<file path="src/hdl/ba_ram.sv">
// Generic simple dual-port RAM with registered read.
module ba_ram #(
  parameter int WIDTH = 8,
  parameter int DEPTH = 16
) (
  input  logic                     clk_i,
  input  logic                     we_i,
  input  logic [$clog2(DEPTH)-1:0] waddr_i,
  input  logic [WIDTH-1:0]         wdata_i,
  input  logic [$clog2(DEPTH)-1:0] raddr_i,
  output logic [WIDTH-1:0]         rdata_o
);

  logic [WIDTH-1:0] mem [DEPTH];
  logic [WIDTH-1:0] rdata_q;

  always_ff @(posedge clk_i) begin
    if (we_i) begin
      mem[waddr_i] <= wdata_i;
    end
    rdata_q <= mem[raddr_i];
  end

  assign rdata_o = rdata_q;

endmodule

</file>
<file path="config.mk">
export PLATFORM = sky130hd
export DESIGN_NAME = ba_ram
export DESIGN_NICKNAME = d
export VERILOG_FILES = /design/src/hdl/ba_ram.sv
export SDC_FILE = /design/constraint.sdc
export NUM_CORES = 1
export LEC_CHECK = 0
export ABC_AREA = 0
export BUFFER_PORTS_ARGS = -buffer_cell sky130_fd_sc_hd__buf_2
export CORE_MARGIN = 3
export CORE_UTILIZATION = 45
export CTS_CLUSTER_SIZE = 40
export DETAILED_ROUTE_END_ITERATION = 10
export MAX_ROUTING_LAYER = met4
export SYNTH_ARGS = -nofsm -noshare
export SYNTH_HDL_FRONTEND = slang
export SYNTH_SLANG_ARGS = --single-unit
export TNS_END_PERCENT = 20
</file>
<file path="constraint.sdc">
create_clock -name clk_i -period 1.7 [get_ports clk_i]
set_input_delay 0.17 -clock clk_i [delete_from_list [all_inputs] [get_ports clk_i]]
set_output_delay 0.17 -clock clk_i [all_outputs]
set_load 0.05 [all_outputs]
</file>
---- Word-level counts from Yosys, hierarchy flattened ----
Memories as Yosys holds them, arrays and structs flattened. A register that Yosys moved wholly into a read port is not among the register bits.
Index checks and enable logic that the tools add are counted.
storage, ports and cells
  register bits after elaboration ......... 0
  bits in writable memories ............... 128
  input bits .............................. 18
  output and inout bits ................... 8
  logic and storage cells ................. 3
  memories kept ........................... 1
cells by class
  muxes and demuxes ....................... 2
memory list
  name  words  bits a word  rd ports  clocked after Yosys merged registers in  write ports  RTL line  RTL
  mem   16     8            1         1                                        1            14        logic [WIDTH-1:0] mem [DEPTH];
operators by type and width
  cell              count
  2-to-1 mux 1 bit  2

---- Logic depth before layout (Yosys ltp) ----
  depth in word-level cells ............... 2
  gate-level depth with buffers ........... 5
  mapped depth without buffers ............ 3

---- Least setup slack after synthesis ----
OpenSTA, ideal clock, no wires.
  path kind ............................... input port to flip-flop
  start ................................... input waddr_i[2]
  end ..................................... memory mem[0][0] (enable)
  setup time .............................. 0.383 ns
  arrival time ............................ 1.280 ns
  required time ........................... 1.317 ns
  setup slack ............................. 0.037 ns
  stages .................................. 2
  buffers on the path ..................... 0
  cells stage by stage .................... or3b_2 nor3_1
RTL lines
  element             RTL line  RTL
  start: declaration  8         input logic [$clog2(DEPTH)-1:0] waddr_i,
  end: declaration    14
No word-level cell before the write port.

==> impl_metrics.csv <==
group,metric,value,unit
outcome,status,"finished, final reports clean",
worst_setup_path,timing.reg2reg.setup_slack,0.37,ns
finish,num_antenna_cells,0,
synthesis,postSynthNetCount,247,
finish,final_net_count,302,
sta,min_tclk_post_route,1.328,ns
sta,max-slew-margin-rel,0.7375,
drt,drt_pre_antenna_iters,5,
sta,finalCritPeriodShare,0.7809,
global_route,wire_length_of_the_first_global_routing_pass,14700,um
worst_setup_path,setup.worst_path.start_class,"register",
sta,tightest_hold_margin,0.1435,ns
synthesis,async_flop_share,0,
floorplan,initial_core_util,0.4667,
worst_setup_path,required_time_of_the_worst_setup_path,1.97,ns
synthesis,synth_cell_types,19,
power,power_density,1292,nW/um2
clock_tree,cts_tree,"built",
hold_path,timing.hold.worst.class,"input pin to register",
drt,route.detailed.drc,0,
synthesis,post-synth-top-count-cell,"sky130_fd_sc_hd__edfxtp_1",
floorplan,die_outline_area,12760,um2
global_route,grt_max_degree,33,
job,max_cap_violations,0,
synthesis,synth_top_flop_cell,"sky130_fd_sc_hd__edfxtp_1",
clock_tree,htreeDepth,4,
clock_tree,cts_setup_buffers,0,
synthesis,synth_top_cells_by_count,"sky130_fd_sc_hd__edfxtp_1, sky130_fd_sc_hd__mux4_2, sky130_fd_sc_hd__a22oi_1, sky130_fd_sc_hd__mux4_1, sky130_fd_sc_hd__nor2_1",
drt,drt_iter0_markers,202,
synthesis,synthesis.yosys.warnings,0,
sta,finClkSkew,0.009477,ns
finish,finish.utilization,0.5606,
worst_setup_path,crit_type,"register to register",
worst_setup_path,timing.critical_path.cells,"mux4_1, a22oi_1, nand2_1",
worst_setup_path,rr_endpoint,"rdata_o[5]",
worst_setup_path,worst_setup_path_startpoint,"mem[1][5]",
floorplan,core.rowCount,38,
synthesis,yosys_register_bits,136,
sta,fin_ws,0.3725,ns
sta,setup_tns,0,ns
finish,post-route-cell-area,6183,um2
floorplan,io-pin-count,26,
clock_tree,numCtsBuffers,17,
sta,rsz0062_at_grt,"false",
synthesis,syn_avg_cell_area,22.48,um2
power,power_leakage,2.108,nW
synthesis,syn_inst,229,
worst_setup_path,crit_slowest_cell,"sky130_fd_sc_hd__mux4_1",
drt,ant_nets,0,
worst_setup_path,crit_path_max_incr_delay,0.50,ns
drt,avgRoutedWirePerCell,21.21,um
global_route,via_count_of_the_first_global_routing_pass,2557,
global_route,global_route.usage.total,0.1644,
clock_tree,cts.sink_count,136,
placed_design,port_buffers,25,
sta,timing.final.setup_violations,0,
clock_tree,post_cts.resized_instances,0,
synthesis,syn-cell-area,5147,um2
drt,totalWireLength,9270,um
placed_design,detailed_place.area,5557,um2
power,power.ir.vdd_worst,683.6,uV
synthesis,synthTopCellsByArea,"sky130_fd_sc_hd__edfxtp_1, sky130_fd_sc_hd__mux4_2, sky130_fd_sc_hd__mux4_1",
worst_setup_path,path_max_fanout,1,
sta,report.final.slew_viol_count,0,
clock_tree,cts.path.max_buffers,2,
worst_setup_path,timing.critical_path.arrival,1.60,ns
sta,final_hold_viol_count,0,
drt,via_count,2391,
finish,synthToLayoutAreaGrowth,20.13,%
placed_design,post-dp-hpwl,6014,um
finish,share_of_final_layout_standard_cells_stronger_than_drive_strength_1,0.3232,
floorplan,dieHeight,113.0,um
clock_tree,clk_transition_reported_paths,0.06,ns
synthesis,synth.top_cell.area_share,0.7467,
placed_design,globalplace.congestion,0.7290,
global_route,grt_antenna_before_repair,0,
global_route,gr-total-overflow,0,
clock_tree,clk_latency,0.40,ns
synthesis,yosysSeqAreaShare,0.7778,
synthesis,synth-edff-count,128,
synthesis,netlist.top_cell.by_area,"sky130_fd_sc_hd__edfxtp_1",
placed_design,post-place-ws,0.1296,ns
drt,viasPerCell,5.471,
floorplan,die_x,113.0,um
worst_setup_path,endpoint_kind,"register",
clock_tree,cts_hold_buffers,0,
sta,tightest_slew,0.3937,ns
worst_setup_path,endpoint,"rdata_o[5]",
sta,maxClockFrequency,753.3,MHz
finish,nFillCells,841,
clock_tree,root_buffer,"sky130_fd_sc_hd__clkbuf_16",
worst_setup_path,worst_r2r_startpoint,"mem[1][5]",
floorplan,design.core.area,11030,um2
worst_setup_path,r2r_cells,3,
layout by cell type (no fill, tap or decap), drive strengths merged:
master,n
clkbuf,18
nand2,9
nand3,1
clkinvlp,5
a22oi,16
or3b,1
nor2b,1
edfxtp,128
and2b,1
bufinv,4
inv,2
mux4,32
clkinv,3
nor2,13
nor3,4
buf,46
nand2b,2
and2,1
nand3b,2
dfxtp,8
stage by stage:
stage	cells	total power, mW
after floorplan	229	4.103
after global placement	405	4.268
after detailed placement	405	4.274
after CTS	437	8.059
after global routing	437	8.271
final	437	7.990
routing by layer:
layer  global-route usage  vias to the layer above  routed length (um)  part of all wire
met1               0.2196                     1245                4161              0.45
met5                    -                        -                   0                 0
met4              0.06571                        0                 146             0.016
met3              0.03850                       12                 299             0.032
li1                     -                     1083                   -                 -
met2               0.2476                       51                4663              0.50
layout make-up:
class / count / area (um2) / area share
multi-input combinational: 83 / 1057 / 0.1710
tap: 140 / 175.2 / 0.02833
sequential: 136 / 4004 / 0.6475
timing repair buffer: 46 / 320.3 / 0.05180
clock inverter: 14 / 197.7 / 0.03197
clock buffer: 18 / 429.2 / 0.06941
worst min-delay path by stage:
stage | startpoint | endpoint | slack (ns) | cells after the start
after global routing | wdata_i[5] | mem[6][5] | 0.13 | 1
after global placement | wdata_i[5] | mem[6][5] | 0.56 | 1
after floorplan | wdata_i[0] | mem[0][0] | 0.27 | 0
after CTS | wdata_i[5] | mem[4][5] | 0.14 | 1
after detailed placement | wdata_i[5] | mem[0][5] | 0.56 | 1
final | wdata_i[5] | mem[4][5] | 0.14 | 1
state kept, by name (all words and copies together) (netlist names):
| signal | count |
|---|---|
| rdata_o | 8 |
| mem | 128 |
kinds of logic (layout without fill, tap and decap cells):
group / Yosys count / in the layout / share of synthesized area
buf+inv: 10 / 78 / 0.01677
simple gates: 35 / 35 / 0.03184
compound gates: 16 / 16 / 0.02334
flops: 136 / 136 / 0.7778
mux: 32 / 32 / 0.1502
worst max-delay path: cells and delay by family, from the launching register on:
kind,cells,cell delay [ns]
simple gates,1,0.11
flops,1,0.35
mux,1,0.50
compound gates,1,0.25
report_power, final:
part | internal (mW) | switching [mW] | total, mW
sequential | 3.75 | 0.0226 | 3.77
clock | 2.46 | 1.33 | 3.80
combinational | 0.157 | 0.264 | 0.421
total | 6.37 | 1.62 | 7.99
(Power assumes the default switching activity.)
