**src/hdl/ba_pkg.sv**
```systemverilog
// Shared types and constants of the buddy allocator.
package ba_pkg;

  localparam int ORDERS_DEF         = 8;
  localparam int MIN_BLOCK_LOG2_DEF = 5;

  // Widest fields over the whole parameter range (ORDERS up to 16).
  localparam int ORD_MAX_W = 5;
  localparam int BLK_MAX_W = 15;

  localparam logic ACT_ALLOC = 1'b0;
  localparam logic ACT_FREE  = 1'b1;

  localparam logic ST_OK  = 1'b0;
  localparam logic ST_OOM = 1'b1;

  typedef struct packed {
    logic        action;
    logic [31:0] request_size;
    logic [31:0] handle;
  } ba_in_t;

  typedef struct packed {
    logic [31:0] granted_handle;
    logic        status;
  } ba_out_t;

  // Decoded request: target order for allocate, block number for free.
  typedef struct packed {
    logic [ORD_MAX_W-1:0] ord;
    logic                 free_ok;
    logic [BLK_MAX_W-1:0] blk;
  } ba_dec_t;

endpackage

```
**src/hdl/ba_decode.sv**
```systemverilog
// Request decode: size to order, handle to block number with range check.
module ba_decode import ba_pkg::*; #(
  parameter int ORDERS         = ORDERS_DEF,
  parameter int MIN_BLOCK_LOG2 = MIN_BLOCK_LOG2_DEF
) (
  input  ba_in_t      item_i,
  input  logic [31:0] heap_base_i,
  output ba_dec_t     dec_o
);

  localparam int BW = ORDERS - 1;

  logic [31:0]          off;
  logic [ORD_MAX_W-1:0] ord;

  // Order is the number of block sizes not above the request.
  always_comb begin
    ord = '0;
    for (int k = 0; k < ORDERS; k++) begin
      if (item_i.request_size >= (32'd1 << (MIN_BLOCK_LOG2 + k))) begin
        ord = ord + 1'b1;
      end
    end
  end

  assign off = item_i.handle - 32'd1 - heap_base_i;

  assign dec_o.ord     = ord;
  assign dec_o.free_ok = (item_i.handle != 32'd0) &&
                         ((off >> (BW + MIN_BLOCK_LOG2)) == 32'd0) &&
                         (off[MIN_BLOCK_LOG2-1:0] == '0);
  assign dec_o.blk     = BLK_MAX_W'(off[BW+MIN_BLOCK_LOG2-1:MIN_BLOCK_LOG2]);

endmodule

```
**config.mk**
```make
export PLATFORM = sky130hd
export DESIGN_NAME = ba_decode
export DESIGN_NICKNAME = d
export VERILOG_FILES = /design/src/hdl/ba_pkg.sv /design/src/hdl/ba_decode.sv
export SDC_FILE = /design/constraint.sdc
export NUM_CORES = 1
export LEC_CHECK = 0
export BUFFER_PORTS_ARGS = -buffer_cell sky130_fd_sc_hd__buf_2
export CELL_PAD_IN_SITES_DETAIL_PLACEMENT = 1
export CELL_PAD_IN_SITES_GLOBAL_PLACEMENT = 1
export CORE_ASPECT_RATIO = 0.5
export CORE_UTILIZATION = 35
export DETAILED_ROUTE_END_ITERATION = 8
export GPL_ROUTABILITY_DRIVEN = 0
export PLACE_DENSITY = 0.84
export SYNTH_ARGS = -nofsm -noshare
export SYNTH_HDL_FRONTEND = slang
export SYNTH_SLANG_ARGS = --single-unit
```
**constraint.sdc**
```tcl
create_clock -name vclk -period 10.8
set_clock_uncertainty 0.15 [all_clocks]
set_input_delay 2.7 -clock vclk [all_inputs]
set_output_delay 2.7 -clock vclk [all_outputs]
set_load 0.02 [all_outputs]
```
# After elaboration in Yosys (flattened, before gate mapping)
# Cells that the tools add are included.
# totals
register_bits,0
latch_bits,0
ram_bits,0
romBits,0
in_bits,97
output_inout_bits,21
word_cells,30
mem_count,0
# op_classes
add_sub_neg,9
multipliers,0
div_mod_pow,0
n_lt_le_gt_ge,8
eq_ne,0
shift,0
muxes,8
bitwise_logic,0
n_reduce_logical,5
# ops
cell,n
5-bit by 1-bit adder with 5-bit output (second input constant),7
5-bit two-way mux,7
32-bit by 10-bit >= comparator with 1-bit output (second input constant),1
32-bit by 11-bit >= comparator with 1-bit output (second input constant),1
32-bit by 12-bit >= comparator with 1-bit output (second input constant),1
32-bit by 13-bit >= comparator with 1-bit output (second input constant),1
32-bit by 6-bit >= comparator with 1-bit output (second input constant),1
32-bit by 7-bit >= comparator with 1-bit output (second input constant),1
32-bit by 8-bit >= comparator with 1-bit output (second input constant),1
32-bit by 9-bit >= comparator with 1-bit output (second input constant),1
32-bit zero test,1
32-bit nonzero test,1
32-bit by 1-bit subtractor with 32-bit output (second input constant),1
32-bit subtractor,1
5-bit zero test,1
1-bit logical AND,2
1-bit two-way mux,1

# Longest topological paths before layout
# Gate-level depths: netlist of run 1.
# depth
ltp_word,16
ltp_mapped,24
depth_no_buf,23

# Worst setup path before layout of run 1
# Ideal clock, no wire load.
# synth_timing
kind,in2out
from,input port item_i[53] in the netlist's numbering
to,output port dec_o[20] in the netlist's numbering
arrival_ps,7149
t_required_ps,7950
setup_slack_ps,801
cell_stages,21
n_path_buf,1
cell_sequence,or4_4 > nor4_4 > nand3b_4 > or3_1 > nor2_1 > ha_1 > clkbuf_1 > xnor2_1 > ha_1 > nand2_1 > o21ai_0 > ha_1 > xor2_1 > a21oi_1 > ha_1 > nand2_1 > a211oi_1 > a31oi_1 > o211ai_1 > o21ai_0 > xnor2_1
# synth_rtl
item,line,rtl
start: declaration,ba_decode.sv:6,"input ba_in_t item_i,"
end: declaration,ba_decode.sv:8,output ba_dec_t dec_o

==> flow_metrics.tcl, run 1 <==
set metrics [dict create \
    grt_max_degree 12 \
    ff_latch_area_um2 0 \
    power_density_nw_per_um2 46.8 \
    drtPass1Iterations 5 \
    ioPinCount 118 \
    critPathKind "in2out" \
    synth_seq_area_share_pct 0 \
    multi_input_area_um2 2640 \
    antenna_found_initial 0 \
    synth.distinct_cells 69 \
    slew-limit-headroom_pct 57.4 \
    worstSetupPathDepth 22 \
    remaining_drc_errors 0 \
    synthesis.area_um2 2900 \
    setup_viol 0 \
    wl_mm 9.41 \
    hold_path_class "in2out" \
    overflow 0 \
    worstPathArrival_ps 7470 \
    final_max_slew_viol_count 0 \
    syn_to_final_growth_pct 20.3 \
    crit_path_max_incr_delay_ps 560 \
    grt_pass1_vias 3455 \
    whs_ps 5800 \
    critical_path.max_fanout 6 \
    initialDrtViolationCount 156 \
    cap_violations 0 \
    hold_end "dec_o[5]" \
    max_freq_mhz 96.9 \
    syn_inst 450 \
    layout-drive-gt1-share_pct 22.7 \
    core_um2 8000 \
    worst-slew-pin-transition_ps 636 \
    start_util_pct 36.2 \
    n_clock_buffer 0 \
    yosysTopAreaCellShare_pct 16.4 \
    power_leakage_nw 1.68 \
    crit_chain "buf_2 > or4_4 > nor4_4 > nand3b_4 > or3_1 > nor2_1 > ha_1 > xnor2_1 > ha_1 > nand2_1 > o21ai_0 > ha_1 > xor2_1 > a21oi_1 > ha_1 > nand2_1 > nand3_1 > o21ai_0 > xnor2_1 > nor4b_1 > xnor2_1 > buf_2" \
    ys_warn_count 0 \
    rsz0062_at_grt "no" \
    min_delay_path_depth 4 \
    cts_setup_buffers 0 \
    seq_cell_count 0 \
    hold_viol_final 0 \
    grt_pass1_wl_mm 15.5 \
    die_w_um 131 \
    synth.largest_area_cell "ha_1" \
    period_needed_ps 10320 \
    crit_path_top_delay_cell "or4_4" \
    vias 3620 \
    peakVddDrop_v 0.0000219 \
    ant_nets 0 \
    syn_area_per_cell_um2 6.43 \
    tns_ps 0 \
    min_period_over_period_pct 95.6 \
    crit_family "simple AND/OR/NAND/NOR gates" \
    drt-vias-per-instance 5.54 \
    n_fill_cell 1142 \
    status "complete, no violations" \
    die-area_um2 8660 \
    port_buffers 104 \
    required_ps 7950 \
    wl_per_cell_um 14.4 \
    synth_top_cells_by_area "ha_1 (16%), a21oi_1 (7.4%), inv_1 (6.1%), xnor2_1 (5.7%), nand2_1 (5.7%)" \
    num_antenna_cells 0 \
    cpMostUsedCell "ha_1" \
    die_h_um 66.3 \
    crit_buf_inv 2 \
    cts.repair.resized 0 \
    fin_nets 680 \
    hp-start "item_i[10]" \
    rows 23 \
    cp-start-kind "input pin" \
    cp-end-kind "primary output" \
    ctsHoldBuffers 0 \
    dp_hpwl_mm 8.26 \
    grt_usage_pct 21.6 \
]
## through the flow
step	power, W	utilization [%]	cells	cell area (um^2)	setup slack [ps]
3_5_place_dp	0.000161	43.5	654	3480	485
6_report	0.000163	43.5	654	3480	481
3_3_place_gp	0.000158	43.5	654	3480	613
5_1_grt	0.000181	43.5	654	3480	97.8
4_1_cts	0.000162	43.5	654	3480	458
2_1_floorplan	0.000112	-	457	2920	801
## layer usage
metal / routed length (um) / global-route usage (%)
met5: 0 / 0
met4: 35 / 1.72
met3: 416 / 0.971
met2: 4520 / 41.3
met1: 4440 / 27.6
## report_power, final
part           switching [W]  leakage, nW  internal [W]
combinational      0.0000977         1.68     0.0000654
sequential                 0            0             0
clock                      0            0             0
## synthesized netlist by cell type (all sizes together), types with 4 or more instances
master / instances
nand3: 12
xor2: 9
nand4: 9
o21ai: 34
nor3: 6
nand2b: 9
nand2: 44
o21a: 7
nor2b: 8
nand3b: 6
a21oi: 43
o211ai: 6
nor4: 19
o221ai: 4
ha: 38
a211oi: 8
a21o: 5
inv: 47
nor2: 42
xnor2: 19
buf: 9
a31oi: 4
clkbuf: 11
## tightest hold or removal path, stage by stage
cell and delay [ps]:
buf_2 90, ha_1 210, xor2_1 90, buf_2 150
## worst max path at each step
stage	from	endpoint	slack, ps
6_report	item_i[53]	dec_o[19]	480
5_1_grt	item_i[53]	dec_o[20]	100
4_1_cts	item_i[53]	dec_o[19]	460
3_5_place_dp	item_i[53]	dec_o[19]	480
3_3_place_gp	item_i[53]	dec_o[19]	610
2_1_floorplan	item_i[53]	dec_o[20]	800
## cells by family (layout without fill, tap and decap cells)
kind of cell	Yosys count	in the layout	share of synthesized area [%]
and+or+nand+nor	173	173	31.3
AOI/OAI and AO/OA	137	137	31.0
buffers and inverters	67	152	9.77
adders and majority gates	39	39	17.1
xor gates and xnor gates	28	28	8.47
muxes	5	5	2.25
other	1	8	0.130
## layout by cell type (no fill, tap or decap), types with 3 or more instances in the layout
master,instances
o21a_1,7
xor2_1,9
nor3_1,6
xnor2_1,19
a31oi_1,3
nand3_1,12
nand3b_1,5
buf_2,104
a211oi_1,7
a21o_1,3
inv_1,47
nor4_1,18
o221ai_1,3
nand4_1,9
o2111ai_1,3
nor2_1,42
ha_1,38
conb_1,8
a21oi_1,43
o21ai_0,33
o211ai_1,6
nand2b_1,9
nand2_1,44
nor2b_1,8
or3_1,3
## final cells by class
cell class | count | share of cell area (%)
Multi-Input combinational cell | 390 | 75.8
Timing Repair Buffer | 105 | 15.2
Inverter | 47 | 5.06
Tap cell | 112 | 4.02
Note: power is estimated with default switching activity, not from simulation.
==> run 2: changes to the inputs <==
CELL_PAD_IN_SITES_DETAIL_PLACEMENT = unset   (was 1)
CELL_PAD_IN_SITES_GLOBAL_PLACEMENT = unset   (was 1)
CORE_UTILIZATION = 52   (was 35)
PLACE_DENSITY = 0.83   (was 0.84)
==> run 2 against run 1 <==
  * Hold slack improved by 18 ps
  * Setup slack improved by 140 ps
  * Utilization is 23 points higher
  * Critical endpoint unchanged
  * Largest power group unchanged
  * Highest routed layer unchanged
==> flow_metrics.tcl, run 2 (synthesis gave the netlist of run 1 again) <==
set metrics [dict create \
    status "complete, no violations" \
    initialDrtViolationCount 285 \
    final_max_slew_viol_count 0 \
    port_buffers 104 \
    power_density_nw_per_um2 46.9 \
    fin_ws_ps 624 \
    die_h_um 54.8 \
    worst-slew-pin-transition_ps 552 \
    die-area_um2 5890 \
    drtPass1Iterations 5 \
    drt-vias-per-instance 5.86 \
    fin_nets 680 \
    cts.repair.resized 0 \
    overflow 0 \
    grt_pass1_wl_mm 13.0 \
    pre_cts_ws_ps 654 \
    finalInstanceArea_um2 3430 \
    max_freq_mhz 98.3 \
    num_antenna_cells 0 \
    power_leakage_nw 1.68 \
    die_w_um 108 \
    start_util_pct 56.4 \
    min_period_over_period_pct 94.2 \
    crit_family "simple AND/OR/NAND/NOR gates" \
    cp-end-kind "primary output" \
    grt_usage_pct 27.1 \
    n_clock_buffer 0 \
    layout-drive-gt1-share_pct 22.7 \
    cts_setup_buffers 0 \
    ctsHoldBuffers 0 \
    crit_buf_inv 2 \
    peakVddDrop_v 0.0000282 \
    grt_max_degree 12 \
    placed_area_um2 3430 \
    dp_hpwl_mm 6.86 \
    core_um2 5130 \
    mostFrequentLayoutCells "buf_2 (104), inv_1 (47), nand2_1 (44), a21oi_1 (43), nor2_1 (42)" \
    syn_to_final_growth_pct 18.5 \
    rsz0062_at_grt "no" \
    wl_mm 8.01 \
    remaining_drc_errors 0 \
    wl_per_cell_um 13.1 \
    worstPathArrival_ps 7330 \
    cap_violations 0 \
    crit_chain "buf_2 > or4_4 > nor4_4 > nand3b_4 > or3_1 > nor2_1 > ha_1 > xnor2_1 > ha_1 > nand2_1 > o21ai_0 > ha_1 > xor2_1 > a21oi_1 > ha_1 > nand2_1 > nand3_1 > o21ai_0 > xnor2_1 > nor4b_1 > xnor2_1 > buf_2" \
    ant_nets 0 \
    critPathKind "in2out" \
    ioPinCount 118 \
    period_needed_ps 10180 \
    vias 3587 \
    cp-start-kind "input pin" \
    ff_latch_area_um2 0 \
    crit_path_max_incr_delay_ps 560 \
    setup_viol 0 \
    hold_path_class "in2out" \
    hold_viol_final 0 \
    slew-limit-headroom_pct 63.0 \
    final_common_cell "buf_2" \
    critical_path.max_fanout 6 \
    tns_ps 0 \
    required_ps 7950 \
    rows 18 \
    cpMostUsedCell "ha_1" \
    seq_cell_count 0 \
    grt_pass1_vias 3008 \
    crit_path_top_delay_cell "or4_4" \
    antenna_found_initial 0 \
]
[run 2: power breakdown]
part | switching (W) | total, W | internal (W)
clock network | 0 | 0 | 0
logic | 0.0000958 | 0.000161 | 0.0000652
registers | 0 | 0 | 0
total | 0.0000958 | 0.000161 | 0.0000652
[run 2: path summary, 6_finish.rpt]
check | depth (start not counted) | start | endpoint | slack, ps
hold / removal | 4 | item_i[8] | dec_o[3] | 5810
setup / recovery | 22 | item_i[53] | dec_o[19] | 620
[run 2: area by class of cell]
type               count  area (um^2)
repair buffers       105          528
multi-input cells    390         2640
well taps             70         87.6
inverters             47          176
fillers              506         1700
[run 2: per-stage QoR]
step                      cells  util, %  total power [W]  hold WS [ps]
after floorplan             457        -         0.000112          5590
after global placement      612     66.8         0.000156          5800
after detailed placement    612     66.8         0.000158          5820
after CTS                   612     66.8         0.000159          5820
after global routing        612     66.8         0.000178          5840
final                       612     66.8         0.000161          5810
[run 2: layer usage]
| metal | GRT usage [%] | vias to the layer above | share of wire (%) |
|---|---|---|---|
| li1 | - | 1820 | - |
| met1 | 35.7 | 1609 | 47 |
| met2 | 51.9 | 154 | 45 |
| met3 | 1.43 | 4 | 7.8 |
| met4 | 2.05 | 0 | 0.49 |
| met5 | 0 | - | 0 |
==> run 3: changes to the inputs <==
--- a/config.mk
+++ b/config.mk
@@ -9,2 +9,3 @@
 export CORE_ASPECT_RATIO = 0.5
+export CORE_MARGIN = 2
 export CORE_UTILIZATION = 52
==> constraint.sdc (replaced) <==
create_clock -name vclk -period 10.8
set_clock_uncertainty 0.15 [all_clocks]
set_input_delay 2.16 -clock vclk [all_inputs]
set_output_delay 2.16 -clock vclk [all_outputs]
set_load 0.02 [all_outputs]
==> run 3 against run 2 <==
  * Sequential cell count unchanged
  * Non-clock buffer count down 1
  * Global-route usage decreased by 2.6 points
  * Combinational power is essentially flat
==> flow_metrics.tcl, run 3 (synthesis gave the netlist of run 1 again) <==
set metrics [dict create \
    status "complete, no violations" \
    power_density_nw_per_um2 46.4 \
    hold_viol_final 0 \
    core_um2 5420 \
    worstPathArrival_ps 7060 \
    hold_path_class "in2out" \
    p_seq_share_pct 0 \
    max_freq_mhz 107 \
    start_util_pct 53.4 \
    mostFrequentLayoutCells "buf_2 (104), inv_1 (47), nand2_1 (44), a21oi_1 (43), nor2_1 (42)" \
    port_buffers 104 \
    cts_setup_buffers 0 \
    cts.repair.resized 0 \
    fin_cells 614 \
    cap_violations 0 \
    num_antenna_cells 0 \
    wl_mm 7.82 \
    drtPass1Iterations 5 \
    swShare_pct 59.0 \
    critPathKind "in2out" \
    period_needed_ps 9370 \
    seq_cell_count 0 \
    ioPinCount 118 \
    setup_viol 0 \
    die_w_um 110 \
    intPower_w 0.0000651 \
    p_switching_w 0.0000938 \
    die_h_um 56.8 \
    ff_latch_area_um2 0 \
    grt_usage_pct 24.5 \
    power_leakage_nw 1.68 \
    n_fill_cell 551 \
    n_clock_buffer 0 \
    vias 3511 \
    fin_nets 679 \
    final_common_cell "buf_2" \
    worst-slew-pin-transition_ps 549 \
    p_clk_share_pct 0 \
    dp_hpwl_mm 6.72 \
    initialDrtViolationCount 280 \
    crit_chain "buf_2 > or4_4 > nor4_4 > nand3b_4 > or3_1 > nor2_1 > ha_1 > xnor2_1 > ha_1 > nand2_1 > o21ai_0 > ha_1 > xor2_1 > a21oi_1 > ha_1 > nand2_1 > nand3_1 > o21ai_0 > xnor2_1 > nor4b_1 > xnor2_1 > buf_2" \
    dp.cells 614 \
    syn_to_final_growth_pct 18.4 \
    rows 19 \
    required_ps 8490 \
    crit_path_max_incr_delay_ps 560 \
    grt_max_degree 13 \
    die-area_um2 6220 \
    layout-drive-gt1-share_pct 22.6 \
    critical_path.max_fanout 12 \
    cpMostUsedCell "ha_1" \
    overflow 0 \
    multi_input_area_um2 2640 \
    grt_pass1_vias 3073 \
    rsz0062_at_grt "no" \
    crit_path_top_delay_cell "or4_4" \
    antenna_found_initial 0 \
    peakVddDrop_v 0.0000292 \
    final_max_slew_viol_count 0 \
    p_total_w 0.000159 \
    remaining_drc_errors 0 \
    p_comb_share_pct 100.0 \
    cp-end-kind "primary output" \
    cp-start-kind "input pin" \
    ant_nets 0 \
    grt_pass1_wl_mm 12.9 \
    wl_per_cell_um 12.7 \
    tns_ps 0 \
    ctsHoldBuffers 0 \
    slew-limit-headroom_pct 62.5 \
    min_period_over_period_pct 86.8 \
    drt-vias-per-instance 5.72 \
]
run 3: cell types whose count changed in the layout (fill, tap and decap cells not counted), sizes merged:
| cell | before | now |
|---|---|---|
| buf | 105 | 104 |
run 3: area by class of cell:
| class | instances | area share, % |
|---|---|---|
| well taps | 73 | 2.67 |
| inverters | 47 | 5.15 |
| repair buffers | 104 | 15.2 |
| multi-input cells | 390 | 77.0 |
run 3: critical path, delay by kind of cell:
kind,cells,cell delay [ps]
adder cells (fa/ha/maj),4,1330
AND/OR/NAND/NOR,9,2190
XOR/XNOR,4,710
buffers and inverters,2,260
AO/OA/AOI/OAI,3,380
run 3: metrics by stage:
stage          instance area, um^2  utilization (%)  hold slack (ps)  worst slack [ps]
2_1_floorplan                 2920                -             4510              1880
3_3_place_gp                  3430             63.2             4720              1510
3_5_place_dp                  3430             63.2             4720              1470
4_1_cts                       3430             63.2             4720              1440
5_1_grt                       3430             63.2             4760              1090
6_report                      3430             63.2             4720              1430
run 3: worst paths after layout:
path / from / to / slack, ps / cells past startpoint
min: item_i[10] / dec_o[5] / 4720 / 4
max: item_i[53] / dec_o[19] / 1430 / 22
run 3: power groups by stage:
| stage | registers, W | clock network, W | logic, W |
|---|---|---|---|
| after CTS | 0 | 0 | 0.000157 |
| after global routing | 0 | 0 | 0.000176 |
| after global placement | 0 | 0 | 0.000154 |
| after floorplan | 0 | 0 | 0.000112 |
| after detailed placement | 0 | 0 | 0.000156 |
| final | 0 | 0 | 0.000159 |
run 3: layer usage:
metal / up-vias / GRT usage [%] / wire length [um]
met1: 1575 / 33.7 / 3660
met4: 0 / 1.45 / 15
met5: - / 0 / 0
met2: 118 / 44.7 / 3640
li1: 1816 / - / -
met3: 2 / 0.348 / 504
